==> src/mwm_pkg.sv <==
// Shared widths, reset values, register map and payload types for the mecanum wheel mixer.
package mwm_pkg;

    localparam int NWHEEL    = 4;
    localparam int IN_W      = 16;
    localparam int LIM_W     = 15;
    localparam int RATIO_W   = 24;
    localparam int ROT_W     = 41;
    localparam int LIN_W     = 18;
    localparam int FRAC_SH   = 16;
    localparam int MAG_W     = 40;
    localparam int HALF_W    = 20;
    localparam int PP_W      = HALF_W + RATIO_W;
    localparam int RPM_W     = 24;
    localparam int ABS_W     = 16;
    localparam int QUO_W     = 15;
    localparam int NUM_W     = ABS_W + LIM_W;
    localparam int ADDR_W    = 5;
    localparam int DATA_W    = 32;

    localparam int FRONT_STAGES = 4;
    localparam int RPM_STAGES   = 4;

    localparam logic [LIM_W-1:0]   RST_MAX_FORWARD  = 15'd3500;
    localparam logic [LIM_W-1:0]   RST_MAX_SIDEWAYS = 15'd3500;
    localparam logic [LIM_W-1:0]   RST_MAX_TURN     = 15'd300;
    localparam logic [RATIO_W-1:0] RST_ROTATE_RATIO = 24'd600000;
    localparam logic [RATIO_W-1:0] RST_RPM_RATIO    = 24'd110900;
    localparam logic [LIM_W-1:0]   RST_MAX_WHEEL    = 15'd8500;

    typedef enum logic [2:0] {
        REG_MAX_FORWARD  = 3'd0,
        REG_MAX_SIDEWAYS = 3'd1,
        REG_MAX_TURN     = 3'd2,
        REG_ROTATE_RATIO = 3'd3,
        REG_RPM_RATIO    = 3'd4,
        REG_MAX_WHEEL    = 3'd5
    } t_reg_idx;

    typedef struct packed {
        logic signed [IN_W-1:0] vx;
        logic signed [IN_W-1:0] vy;
        logic signed [IN_W-1:0] vw;
    } t_cmd;

    typedef struct packed {
        logic [NWHEEL-1:0]            neg;
        logic [NWHEEL-1:0][MAG_W-1:0] mag;
    } t_mag;

    typedef struct packed {
        logic [NWHEEL-1:0][ABS_W-1:0] w;
        logic [NWHEEL-1:0][NUM_W-1:0] rem;
        logic [NWHEEL-1:0][QUO_W-1:0] quo;
        logic [ABS_W-1:0]             peak;
        logic                         scaled;
    } t_div;

endpackage

==> src/mwm_div_step.sv <==
// One restoring division step, one quotient bit for all four wheels.
module mwm_div_step
    import mwm_pkg::*;
#(
    parameter int BIT = 0
)
(
    input  logic i_clk,
    input  logic i_rst_n,
    input  logic i_valid,
    output logic o_ready,
    input  t_div i_div,
    output logic o_valid,
    input  logic i_ready,
    output t_div o_div
);

    logic             r_v;
    logic             en;
    t_div             r_div;
    t_div             n_div;
    logic [NUM_W-1:0] dsr;

    assign en      = !r_v || i_ready;
    assign o_ready = en;
    assign o_valid = r_v;
    assign o_div   = r_div;
    assign dsr     = NUM_W'(i_div.peak) << BIT;

    always_comb begin
        n_div = i_div;
        for (int i = 0; i < NWHEEL; i++) begin
            if (i_div.rem[i] >= dsr) begin
                n_div.rem[i]      = i_div.rem[i] - dsr;
                n_div.quo[i][BIT] = 1'b1;
            end
        end
    end

    always_ff @(posedge i_clk) begin
        if (!i_rst_n) begin
            r_v <= 1'b0;
        end else if (en) begin
            r_v <= i_valid;
        end
    end

    always_ff @(posedge i_clk) begin
        if (en && i_valid) begin
            r_div <= n_div;
        end
    end

endmodule
==> config.mk <==
export PLATFORM = sky130hd
export DESIGN_NAME = mwm_div_step
export DESIGN_NICKNAME = d
export VERILOG_FILES = /design/src/mwm_pkg.sv /design/src/mwm_div_step.sv
export SDC_FILE = /design/constraint.sdc
export NUM_CORES = 1
export LEC_CHECK = 0
export BUFFER_PORTS_ARGS = -buffer_cell sky130_fd_sc_hd__buf_2
export CAP_MARGIN = 5
export CELL_PAD_IN_SITES_DETAIL_PLACEMENT = 1
export CELL_PAD_IN_SITES_GLOBAL_PLACEMENT = 1
export CORE_AREA = 4 4 204 206
export DETAILED_ROUTE_END_ITERATION = 8
export DIE_AREA = 0 0 208 210
export PLACE_DENSITY_LB_ADDON = 0.1
export SETUP_SLACK_MARGIN = 0.5
export SLEW_MARGIN = 30
export SYNTH_ARGS = -nofsm -noshare
export SYNTH_HDL_FRONTEND = slang
export SYNTH_SLANG_ARGS = --single-unit
==> constraint.sdc <==
create_clock -name i_clk -period 14.6 [get_ports i_clk]
set_input_delay 2.19 -clock i_clk [delete_from_list [all_inputs] [get_ports i_clk]]
set_output_delay 2.19 -clock i_clk [all_outputs]
set_load 0.01 [all_outputs]
==> reports/results.ini <==
[finish]
fin_nets=2021
fin_cells=2241
syn_to_final_growth_pct=32.5
postLayoutCoreUtil=0.454
drive_gt1_frac=0.363
n_fill_cell=4494

[sta]
slew_headroom=0.354
fin_tns_setup_ns=0
fin_skew_ns=0.0238
period_needed_ns=5.11
final_max_slew_viol_count=0
hold_violations=0
setup_viol=0
fin_crit_sh=0.350
worstMarginPinSlew_ns=0.969
fin_ws_ns=9.49
rsz0062_at_grt=false
fmaxAchievable_mhz=196
holdWs_ns=0.575

[critical_path]
cpMaxStageDelayCell=nor2_2
worst-setup-path-type=input pin to flip-flop
crit_required_ns=14.90
crit_family=compound AO/OA/AOI/OAI gates
critPathLaunchType=input pin
path_cells=buf_2 > inv_1 > ha_1 > nor2b_1 > o31a_1 > o41ai_1 > a211oi_1 > nor2_2 > buf_4 > nor3_1 > a22o_1
worstPathBufferInverterCount=3
worst_ep_arrival_time_ns=5.41
slowest_delay_ns=0.49
end_kind=flip-flop
crit_fanout=30

[placed_design]
port_buffers=535
dp_hpwl_um=41600
gp_congestion=0.862
post-place-ws_ns=8.92
placed_cells=2171

[synthesis]
synthFlopType=edfxtp_1
ys_top_cells_by_area=edfxtp_1, ha_1, xor2_1
synth.largest_area_cell=edfxtp_1
yosys_register_bits=266
synthesis.area_sq_mm=0.0136
synth_edf_count=265
async_flop_share=0
ys_types=68
syn_nets=1471
syn_inst=1134
yosys_warnings=0
synth_top_area_share=0.586
synth_area_per_cell_sq_um=12.0
seq_area_frac_synth=0.587

[floorplanning]
die-area_sq_mm=0.0437
die_w_um=208
rows=73
core_sq_mm=0.0396
start_util=0.343
die_y_um=210
ios=536

[power_and_ir_drop]
power.density_mw_per_mm2=119
p_leak_nw=7.49
ir_worst_vdd_uv=67.9

[clock_tree]
cts.clk_slew.worst_paths_ns=0.06
holdBufCountCts=0
cts_buffers=35
root_buffer=clkbuf_16
cts.sinks=266
clockBufferDepth=3
post_cts_buffers=0
clkLatencyLatePin_ns=0.54
ctsResizeCount=0
cts_tree=yes
cts_max_level=2

[routing]
wl_per_cell_um=23.3
ant_nets=0
drt_wl_total_um=52300
viasPerCell=5.09
num_vias=11400
dr.pass1.iters=5
drc=0
drt_iter0_markers=646

[global_routing]
antenna_found_initial=11
grt_max_degree=81
track_usage=0.228
grt_overflow=0
grt_pass1_wl_um=75700
first_global_vias=11800

[run]
cap_violations=0

[status]
status=finished clean

[min_path]
min_path_type=flip-flop to flip-flop

state kept, by name, indices dropped and copies added, names as in the netlist:
register,flops
o_div,265
o_valid,1
cell families (layout without fill, tap and decap cells):
family | count (synthesis) | count (layout) | synth area share
AOI/OAI and AO/OA | 263 | 263 | 0.123
buffers and inverters | 69 | 643 | 0.0197
adders and majority gates | 68 | 68 | 0.0648
other | 0 | 8 | 0
and+or+nand+nor | 367 | 367 | 0.139
DFF | 266 | 266 | 0.587
muxes | 7 | 7 | 0.00571
xor gates and xnor gates | 94 | 94 | 0.0606
worst reg2reg max path, cell delays in order (launching register included):
cell and delay [ns]:
dfxtp_1 0.31, nand2b_1 0.12, and2_4 0.50, buf_6 0.70, buf_4 0.56, buf_12 0.31
synth_stat cells, types with 22 or more instances:
master and count:
edfxtp_1 265, nand2_1 106, o21ai_0 80, ha_1 64, a21oi_1 62, xor2_1 61, nor2_1 54, nor3_1 49
inv_1 39, xnor2_1 33, clkbuf_1 26, a21o_1 25, nand3_1 22
cells in the final DEF (no fill, tap or decap), drive strengths merged, types with 11 or more instances in the layout:
| cell | instances |
|---|---|
| buf | 543 |
| nor4 | 21 |
| nand4 | 11 |
| nand3 | 22 |
| o21ai | 80 |
| nand2 | 106 |
| ha | 64 |
| o31ai | 12 |
| a21oi | 62 |
| nor2 | 54 |
| clkbuf | 44 |
| inv | 39 |
| or3 | 17 |
| a21o | 25 |
| nand2b | 14 |
| xnor2 | 33 |
| clkinv | 12 |
| nor3 | 49 |
| o21a | 14 |
| xor2 | 61 |
| edfxtp | 265 |
| a31oi | 11 |
| a211oi | 14 |
final timing paths:
path	startpoint	end	slack [ns]	cells after the start
worst max-delay path	i_div[2]	o_div[126]	9.49	11
worst min-delay path	o_valid	o_valid	0.58	2
worst max register to register	o_valid	o_div[86]	11.76	5
worst min register to register	o_valid	o_valid	0.58	2
final cells by class:
cell class | instances | area, sq um | area share
Inverter | 39 | 146 | 0.00813
Clock inverter | 17 | 140 | 0.00778
Timing Repair Buffer | 543 | 2760 | 0.153
Antenna cell | 8 | 20.0 | 0.00111
Clock buffer | 44 | 952 | 0.0529
Tap cell | 525 | 657 | 0.0365
Multi-Input combinational cell | 799 | 5360 | 0.297
Sequential cell | 266 | 7980 | 0.443
per-layer routing:
metal | vias up | share of wire | track usage
met5 | - | 0.00092 | 0
met4 | 6 | 0.031 | 0.0822
met3 | 81 | 0.063 | 0.0612
met2 | 372 | 0.49 | 0.388
met1 | 5538 | 0.41 | 0.281
li1 | 5416 | - | -
power breakdown:
part           switching, mW  leakage (nW)  total [mW]  internal [mW]
registers             0.0147          2.56       0.932          0.917
clock network          0.338         0.528       0.834          0.497
logic                  0.230          4.40       0.375          0.145
total                  0.582          7.49        2.14           1.56
through the flow:
stage / total power [mW] / instance area, sq um
finish: 2.14 / 18000
global route: 2.24 / 18000
CTS: 2.17 / 18000
detailed placement: 1.32 / 16900
global placement: 1.32 / 16900
floorplan: 1.16 / 13600
Note: power is estimated with default switching activity, not from simulation.
