`src/mwm_pkg.sv`:
```
// Shared widths, reset values, register map and payload types for the mecanum wheel mixer.
package mwm_pkg;

    localparam int NWHEEL    = 4;
    localparam int IN_W      = 16;
    localparam int LIM_W     = 15;
    localparam int RATIO_W   = 24;
    localparam int ROT_W     = 41;
    localparam int LIN_W     = 18;
    localparam int FRAC_SH   = 16;
    localparam int MAG_W     = 40;
    localparam int HALF_W    = 20;
    localparam int PP_W      = HALF_W + RATIO_W;
    localparam int RPM_W     = 24;
    localparam int ABS_W     = 16;
    localparam int QUO_W     = 15;
    localparam int NUM_W     = ABS_W + LIM_W;
    localparam int ADDR_W    = 5;
    localparam int DATA_W    = 32;

    localparam int FRONT_STAGES = 4;
    localparam int RPM_STAGES   = 4;

    localparam logic [LIM_W-1:0]   RST_MAX_FORWARD  = 15'd3500;
    localparam logic [LIM_W-1:0]   RST_MAX_SIDEWAYS = 15'd3500;
    localparam logic [LIM_W-1:0]   RST_MAX_TURN     = 15'd300;
    localparam logic [RATIO_W-1:0] RST_ROTATE_RATIO = 24'd600000;
    localparam logic [RATIO_W-1:0] RST_RPM_RATIO    = 24'd110900;
    localparam logic [LIM_W-1:0]   RST_MAX_WHEEL    = 15'd8500;

    typedef enum logic [2:0] {
        REG_MAX_FORWARD  = 3'd0,
        REG_MAX_SIDEWAYS = 3'd1,
        REG_MAX_TURN     = 3'd2,
        REG_ROTATE_RATIO = 3'd3,
        REG_RPM_RATIO    = 3'd4,
        REG_MAX_WHEEL    = 3'd5
    } t_reg_idx;

    typedef struct packed {
        logic signed [IN_W-1:0] vx;
        logic signed [IN_W-1:0] vy;
        logic signed [IN_W-1:0] vw;
    } t_cmd;

    typedef struct packed {
        logic [NWHEEL-1:0]            neg;
        logic [NWHEEL-1:0][MAG_W-1:0] mag;
    } t_mag;

    typedef struct packed {
        logic [NWHEEL-1:0][ABS_W-1:0] w;
        logic [NWHEEL-1:0][NUM_W-1:0] rem;
        logic [NWHEEL-1:0][QUO_W-1:0] quo;
        logic [ABS_W-1:0]             peak;
        logic                         scaled;
    } t_div;

endpackage

```
`src/mwm_front.sv`:
```
// Clamp, rotation product, wheel mix and magnitude split: four pipeline stages.
module mwm_front
    import mwm_pkg::*;
(
    input  logic               i_clk,
    input  logic               i_rst_n,
    input  logic               i_valid,
    output logic               o_ready,
    input  t_cmd               i_cmd,
    input  logic [LIM_W-1:0]   i_max_forward,
    input  logic [LIM_W-1:0]   i_max_sideways,
    input  logic [LIM_W-1:0]   i_max_turn,
    input  logic [RATIO_W-1:0] i_rotate_ratio,
    output logic               o_valid,
    input  logic               i_ready,
    output t_mag               o_mag
);

    function automatic logic signed [IN_W-1:0] clamp_mag(
        input logic signed [IN_W-1:0] v,
        input logic [LIM_W-1:0]       lim
    );
        logic signed [IN_W:0] v_e;
        logic signed [IN_W:0] lp;
        logic signed [IN_W:0] ln;
        logic signed [IN_W:0] res;
        v_e = {v[IN_W-1], v};
        lp  = $signed({2'b00, lim});
        ln  = -lp;
        if (v_e > lp) begin
            res = lp;
        end else if (v_e < ln) begin
            res = ln;
        end else begin
            res = v_e;
        end
        return res[IN_W-1:0];
    endfunction

    logic r_v1, r_v2, r_v3, r_v4;
    logic en1, en2, en3, en4;

    t_cmd r_cmd1;
    t_cmd n_cmd1;

    logic [ROT_W-1:0] r_rot2;
    logic [ROT_W-1:0] n_rot2;
    logic [LIN_W-1:0] r_lin2 [NWHEEL];
    logic [LIN_W-1:0] n_lin2 [NWHEEL];
    logic [LIN_W-1:0] vx_e, vy_e;
    logic [ROT_W-1:0] vw_e, rr_e;

    logic [ROT_W-1:0] r_sum3 [NWHEEL];
    logic [ROT_W-1:0] n_sum3 [NWHEEL];

    t_mag r_mag4;
    t_mag n_mag4;

    assign en4     = !r_v4 || i_ready;
    assign en3     = !r_v3 || en4;
    assign en2     = !r_v2 || en3;
    assign en1     = !r_v1 || en2;
    assign o_ready = en1;
    assign o_valid = r_v4;
    assign o_mag   = r_mag4;

    always_comb begin
        n_cmd1.vx = clamp_mag(i_cmd.vx, i_max_forward);
        n_cmd1.vy = clamp_mag(i_cmd.vy, i_max_sideways);
        n_cmd1.vw = clamp_mag(i_cmd.vw, i_max_turn);
    end

    assign vx_e   = {{(LIN_W-IN_W){r_cmd1.vx[IN_W-1]}}, r_cmd1.vx};
    assign vy_e   = {{(LIN_W-IN_W){r_cmd1.vy[IN_W-1]}}, r_cmd1.vy};
    assign vw_e   = {{(ROT_W-IN_W){r_cmd1.vw[IN_W-1]}}, r_cmd1.vw};
    assign rr_e   = {{(ROT_W-RATIO_W){1'b0}}, i_rotate_ratio};
    assign n_rot2 = vw_e * rr_e;

    always_comb begin
        n_lin2[0] = LIN_W'(0) - vx_e - vy_e;
        n_lin2[1] = vx_e - vy_e;
        n_lin2[2] = vx_e + vy_e;
        n_lin2[3] = vy_e - vx_e;
    end

    always_comb begin
        for (int i = 0; i < NWHEEL; i++) begin
            n_sum3[i] = {{(ROT_W-LIN_W-FRAC_SH){r_lin2[i][LIN_W-1]}}, r_lin2[i],
                         {FRAC_SH{1'b0}}} + r_rot2;
        end
    end

    always_comb begin
        for (int i = 0; i < NWHEEL; i++) begin
            logic [ROT_W-1:0] flip;
            flip            = ROT_W'(0) - r_sum3[i];
            n_mag4.neg[i]   = r_sum3[i][ROT_W-1];
            n_mag4.mag[i]   = r_sum3[i][ROT_W-1] ? flip[MAG_W-1:0] : r_sum3[i][MAG_W-1:0];
        end
    end

    always_ff @(posedge i_clk) begin
        if (!i_rst_n) begin
            r_v1 <= 1'b0;
            r_v2 <= 1'b0;
            r_v3 <= 1'b0;
            r_v4 <= 1'b0;
        end else begin
            if (en1) begin
                r_v1 <= i_valid;
            end
            if (en2) begin
                r_v2 <= r_v1;
            end
            if (en3) begin
                r_v3 <= r_v2;
            end
            if (en4) begin
                r_v4 <= r_v3;
            end
        end
    end

    always_ff @(posedge i_clk) begin
        if (en1 && i_valid) begin
            r_cmd1 <= n_cmd1;
        end
        if (en2 && r_v1) begin
            r_rot2 <= n_rot2;
            r_lin2 <= n_lin2;
        end
        if (en3 && r_v2) begin
            r_sum3 <= n_sum3;
        end
        if (en4 && r_v3) begin
            r_mag4 <= n_mag4;
        end
    end

endmodule

```
`config.mk`:
```
export PLATFORM = sky130hd
export DESIGN_NAME = mwm_front
export DESIGN_NICKNAME = d
export VERILOG_FILES = /design/src/mwm_pkg.sv /design/src/mwm_front.sv
export SDC_FILE = /design/constraint.sdc
export NUM_CORES = 2
export LEC_CHECK = 0
export BUFFER_PORTS_ARGS = -buffer_cell sky130_fd_sc_hd__buf_4
export CAP_MARGIN = 20
export CORE_MARGIN = 2
export CORE_UTILIZATION = 48
export CTS_CLUSTER_DIAMETER = 80
export DETAILED_ROUTE_END_ITERATION = 10
export GPL_TIMING_DRIVEN = 1
export PLACE_DENSITY = 0.74
export SETUP_SLACK_MARGIN = 0.3
export SLEW_MARGIN = 20
export SYNTH_ARGS = -nofsm -noshare
export SYNTH_HDL_FRONTEND = slang
export SYNTH_SLANG_ARGS = --single-unit
```
`constraint.sdc`:
```
create_clock -name i_clk -period 23.6 [get_ports i_clk]
set_input_delay 3.54 -clock i_clk [delete_from_list [all_inputs] [get_ports i_clk]]
set_output_delay 3.54 -clock i_clk [all_outputs]
set_load 0.01 [all_outputs]
```
==> results.yml <==
clocking:
  clk_pin_slew_ns: 0.06
  cts_max_level: 2
  clk_path_buf_depth: 3
  cts_buffers: 50
  postCtsSetupBuffers: 0
  cts_num_sinks: 434
  ctsResizeCount: 0
  root_buffer: "clkbuf_16"
  worstSkewPairLatency_ns: 0.62
  cts_tree: "done"
  cts_hold_buf: 0
yosys:
  ys_seq_area_share_pct: 32.5
  synth_top_area_cell: "edfxtp_1"
  synth_area_per_cell_um2: 10.1
  synthCells: 3959
  async_reset_ff_share_pct: 0
  synth-edff-count: 430
  synth_warnings: 0
  synth.distinct_cells: 74
  ys_ff_latch: 434
  synth_top_area_share_pct: 32.3
  synth_area_leaders: "edfxtp_1, fa_1, ha_1"
  ys_dominant_reg_cell: "edfxtp_1"
  synth_nets: 4803
  synthesis.area_um2: 40000
critical_path:
  slowest_delay_ns: 0.70
  required_ns: 23.93
  arrival_ns: 10.01
  cp_cell_sequence: "buf_4 > and2_1 > fa_1 > inv_1 > fa_1 > inv_1 > fa_1 > ha_1 > inv_1 > fa_1 > inv_1 > fa_1 > ha_1 > or3b_2 > o31ai_1 > o211ai_1 > a311oi_1 > o21ai_0 > o211ai_1 > a31oi_1 > xnor2_1"
  path_class: "in -> reg"
  timing.critical_path.mode_cell: "fa_1"
  worst_setup_path_end_kind: "flop"
  cp_max_fo: 16
  start_kind: "input pin"
  slowest_stage: "a311oi_1"
final_layout:
  final_nets: 5036
  area_delta_synth_final_pct: 12.3
  drive_gt1_share_pct: 10.2
timing:
  fin_crit_ns: 9.68
  slew_viol_final: 0
  fin_crit_sh_pct: 41.0
  slew_headroom_pct: 26.8
  final_hold_viol_count: 0
  fmax_mhz: 103
  rsz0062_at_grt: "no"
  fin_worst_skew_ns: 0.0407
  setup_tns_ns: 0
  setup_violations: 0
  tightest_slew_ns: 1.10
  setup_slack_ns: 13.92
grt:
  grt_pass1_vias: 28921
  grtUsageMet3_pct: 2.96
  grt.overflow.total: 0
  grt_max_degree: 87
  grt_pass1_wl_mm: 154
  use_met2_pct: 36.8
  antenna_found_initial: 4
  gr-usage-met1_pct: 30.5
  gr-usage-all-layers_pct: 22.4
  grt_busiest_layer: "met2"
drt:
  drcViolationCount: 0
  final_antenna_net_count: 0
  drt-vias-per-instance: 5.43
  dr.pass1.iters: 7
  initialDrtViolationCount: 1987
  num_vias: 28811
  routed_wl_mm: 95.4
  wl_per_cell_um: 18.0
die:
  ios: 287
  start_util_pct: 48.6
  core-area_um2: 82400
  rows: 105
  die_area_um2: 85700
  die_y_um: 293
  die-width_um: 293
job:
  maxCapViolations: 0
placement:
  dp_slack_ns: 13.41
  dpl.hpwl_mm: 75.8
  portBuffers: 286
  globalplace.congestion: 0.910
worst_hold_path:
  hp-class: "reg -> reg"
outcome:
  status: "completed"
[Yosys cell counts (22+ instances only)]
| cell type | instances |
|---|---|
| edfxtp_1 | 430 |
| xor2_1 | 63 |
| a31oi_1 | 22 |
| nand2_1 | 370 |
| clkbuf_1 | 107 |
| o31ai_1 | 39 |
| ha_1 | 409 |
| nand2b_1 | 37 |
| inv_1 | 549 |
| o21a_1 | 40 |
| a21oi_1 | 181 |
| mux2i_1 | 22 |
| a21o_1 | 79 |
| nand3_1 | 56 |
| o21ai_0 | 162 |
| and2_1 | 177 |
| fa_1 | 314 |
| or3_1 | 42 |
| o21bai_1 | 24 |
| nor2_1 | 162 |
| xnor2_1 | 301 |
| nor3_1 | 58 |
| nor2b_1 | 50 |
[critical path, delay by kind of cell]
family | cells | cell delay, ns
adders and majority gates | 7 | 3.15
AOI/OAI and AO/OA | 6 | 2.09
and+or+nand+nor | 2 | 0.66
buffers and inverters | 5 | 0.40
xor gates and xnor gates | 1 | 0.16
[flip-flops by register name, summed over array words and instances (netlist names)]
signal	count
o_valid	1
r_lin2	66
r_rot2	41
n_mag4	4
r_v2	1
r_sum3	110
r_v3	1
r_cmd1	48
r_v1	1
o_mag	161
[metal layers]
| layer | up-vias | wire (µm) |
|---|---|---|
| li1 | 13854 | - |
| met1 | 13971 | 42400 |
| met2 | 811 | 44500 |
| met3 | 175 | 5160 |
| met4 | 0 | 3330 |
| met5 | - | 0 |
[stage by stage]
step	cell area (µm²)	cells	hold WS, ns	utilization [%]
5_1_grt	45000	5307	0.419	54.6
2_1_floorplan	40000	3959	0.400	-
3_3_place_gp	43200	5209	0.402	52.5
4_1_cts	44900	5302	0.412	54.5
3_5_place_dp	43200	5209	0.405	52.5
6_report	45000	5308	0.411	54.6
[logic make-up (layout without fill, tap and decap cells)]
kind of cell	count (synthesis)	count (layout)	synth area share, %
mux	33	33	0.860
simple gates	1040	1040	12.8
other cells	0	5	0
fa+ha+maj	723	723	28.5
flops	434	434	32.5
compound gates	686	686	10.9
buf+inv	679	953	6.44
xor+xnor	364	364	7.97
[final cells by class]
type,count,area (µm²)
Sequential cell,434,13000
Fill cell,7125,37400
Clock buffer,59,1330
Multi-Input combinational cell,2846,24500
Tap cell,1070,1340
Clock inverter,34,363
Antenna cell,5,12.5
Inverter,552,2070
Timing Repair Buffer,308,2330
[path summary, 6_finish.rpt]
| check | startpoint | endpoint | slack (ns) | depth (start not counted) |
|---|---|---|---|---|
| max | i_rotate_ratio[4] | r_rot2[35]$_DFFE_PP_ | 13.92 | 21 |
| min | r_rot2[14]$_DFFE_PP_ | r_sum3[137]$_DFFE_PP_ | 0.41 | 0 |
| max reg2reg | r_cmd1[15]$_SDFFCE_PP0P_ | r_rot2[38]$_DFFE_PP_ | 15.95 | 21 |
| min reg2reg | r_rot2[14]$_DFFE_PP_ | r_sum3[137]$_DFFE_PP_ | 0.41 | 0 |
[placed cells by master, fill, tap and decap left out, types with 37 or more instances in the layout]
cell       count
buf_4        307
fa_1         314
nand2_1      370
o21ai_0      162
inv_1        549
ha_1         409
nand2b_1      37
o31ai_1       39
or3_1         42
o21a_1        40
nand3_1       56
clkbuf_16     50
and2_1       177
a21o_1        79
edfxtp_1     430
nor2_1       162
xnor2_1      301
xor2_1        63
a21oi_1      181
nor3_1        58
nor2b_1       48
Power is left out: the tool's default activity adds up to more than one toggle a clock period on the data nets, which glitch-free logic cannot reach.
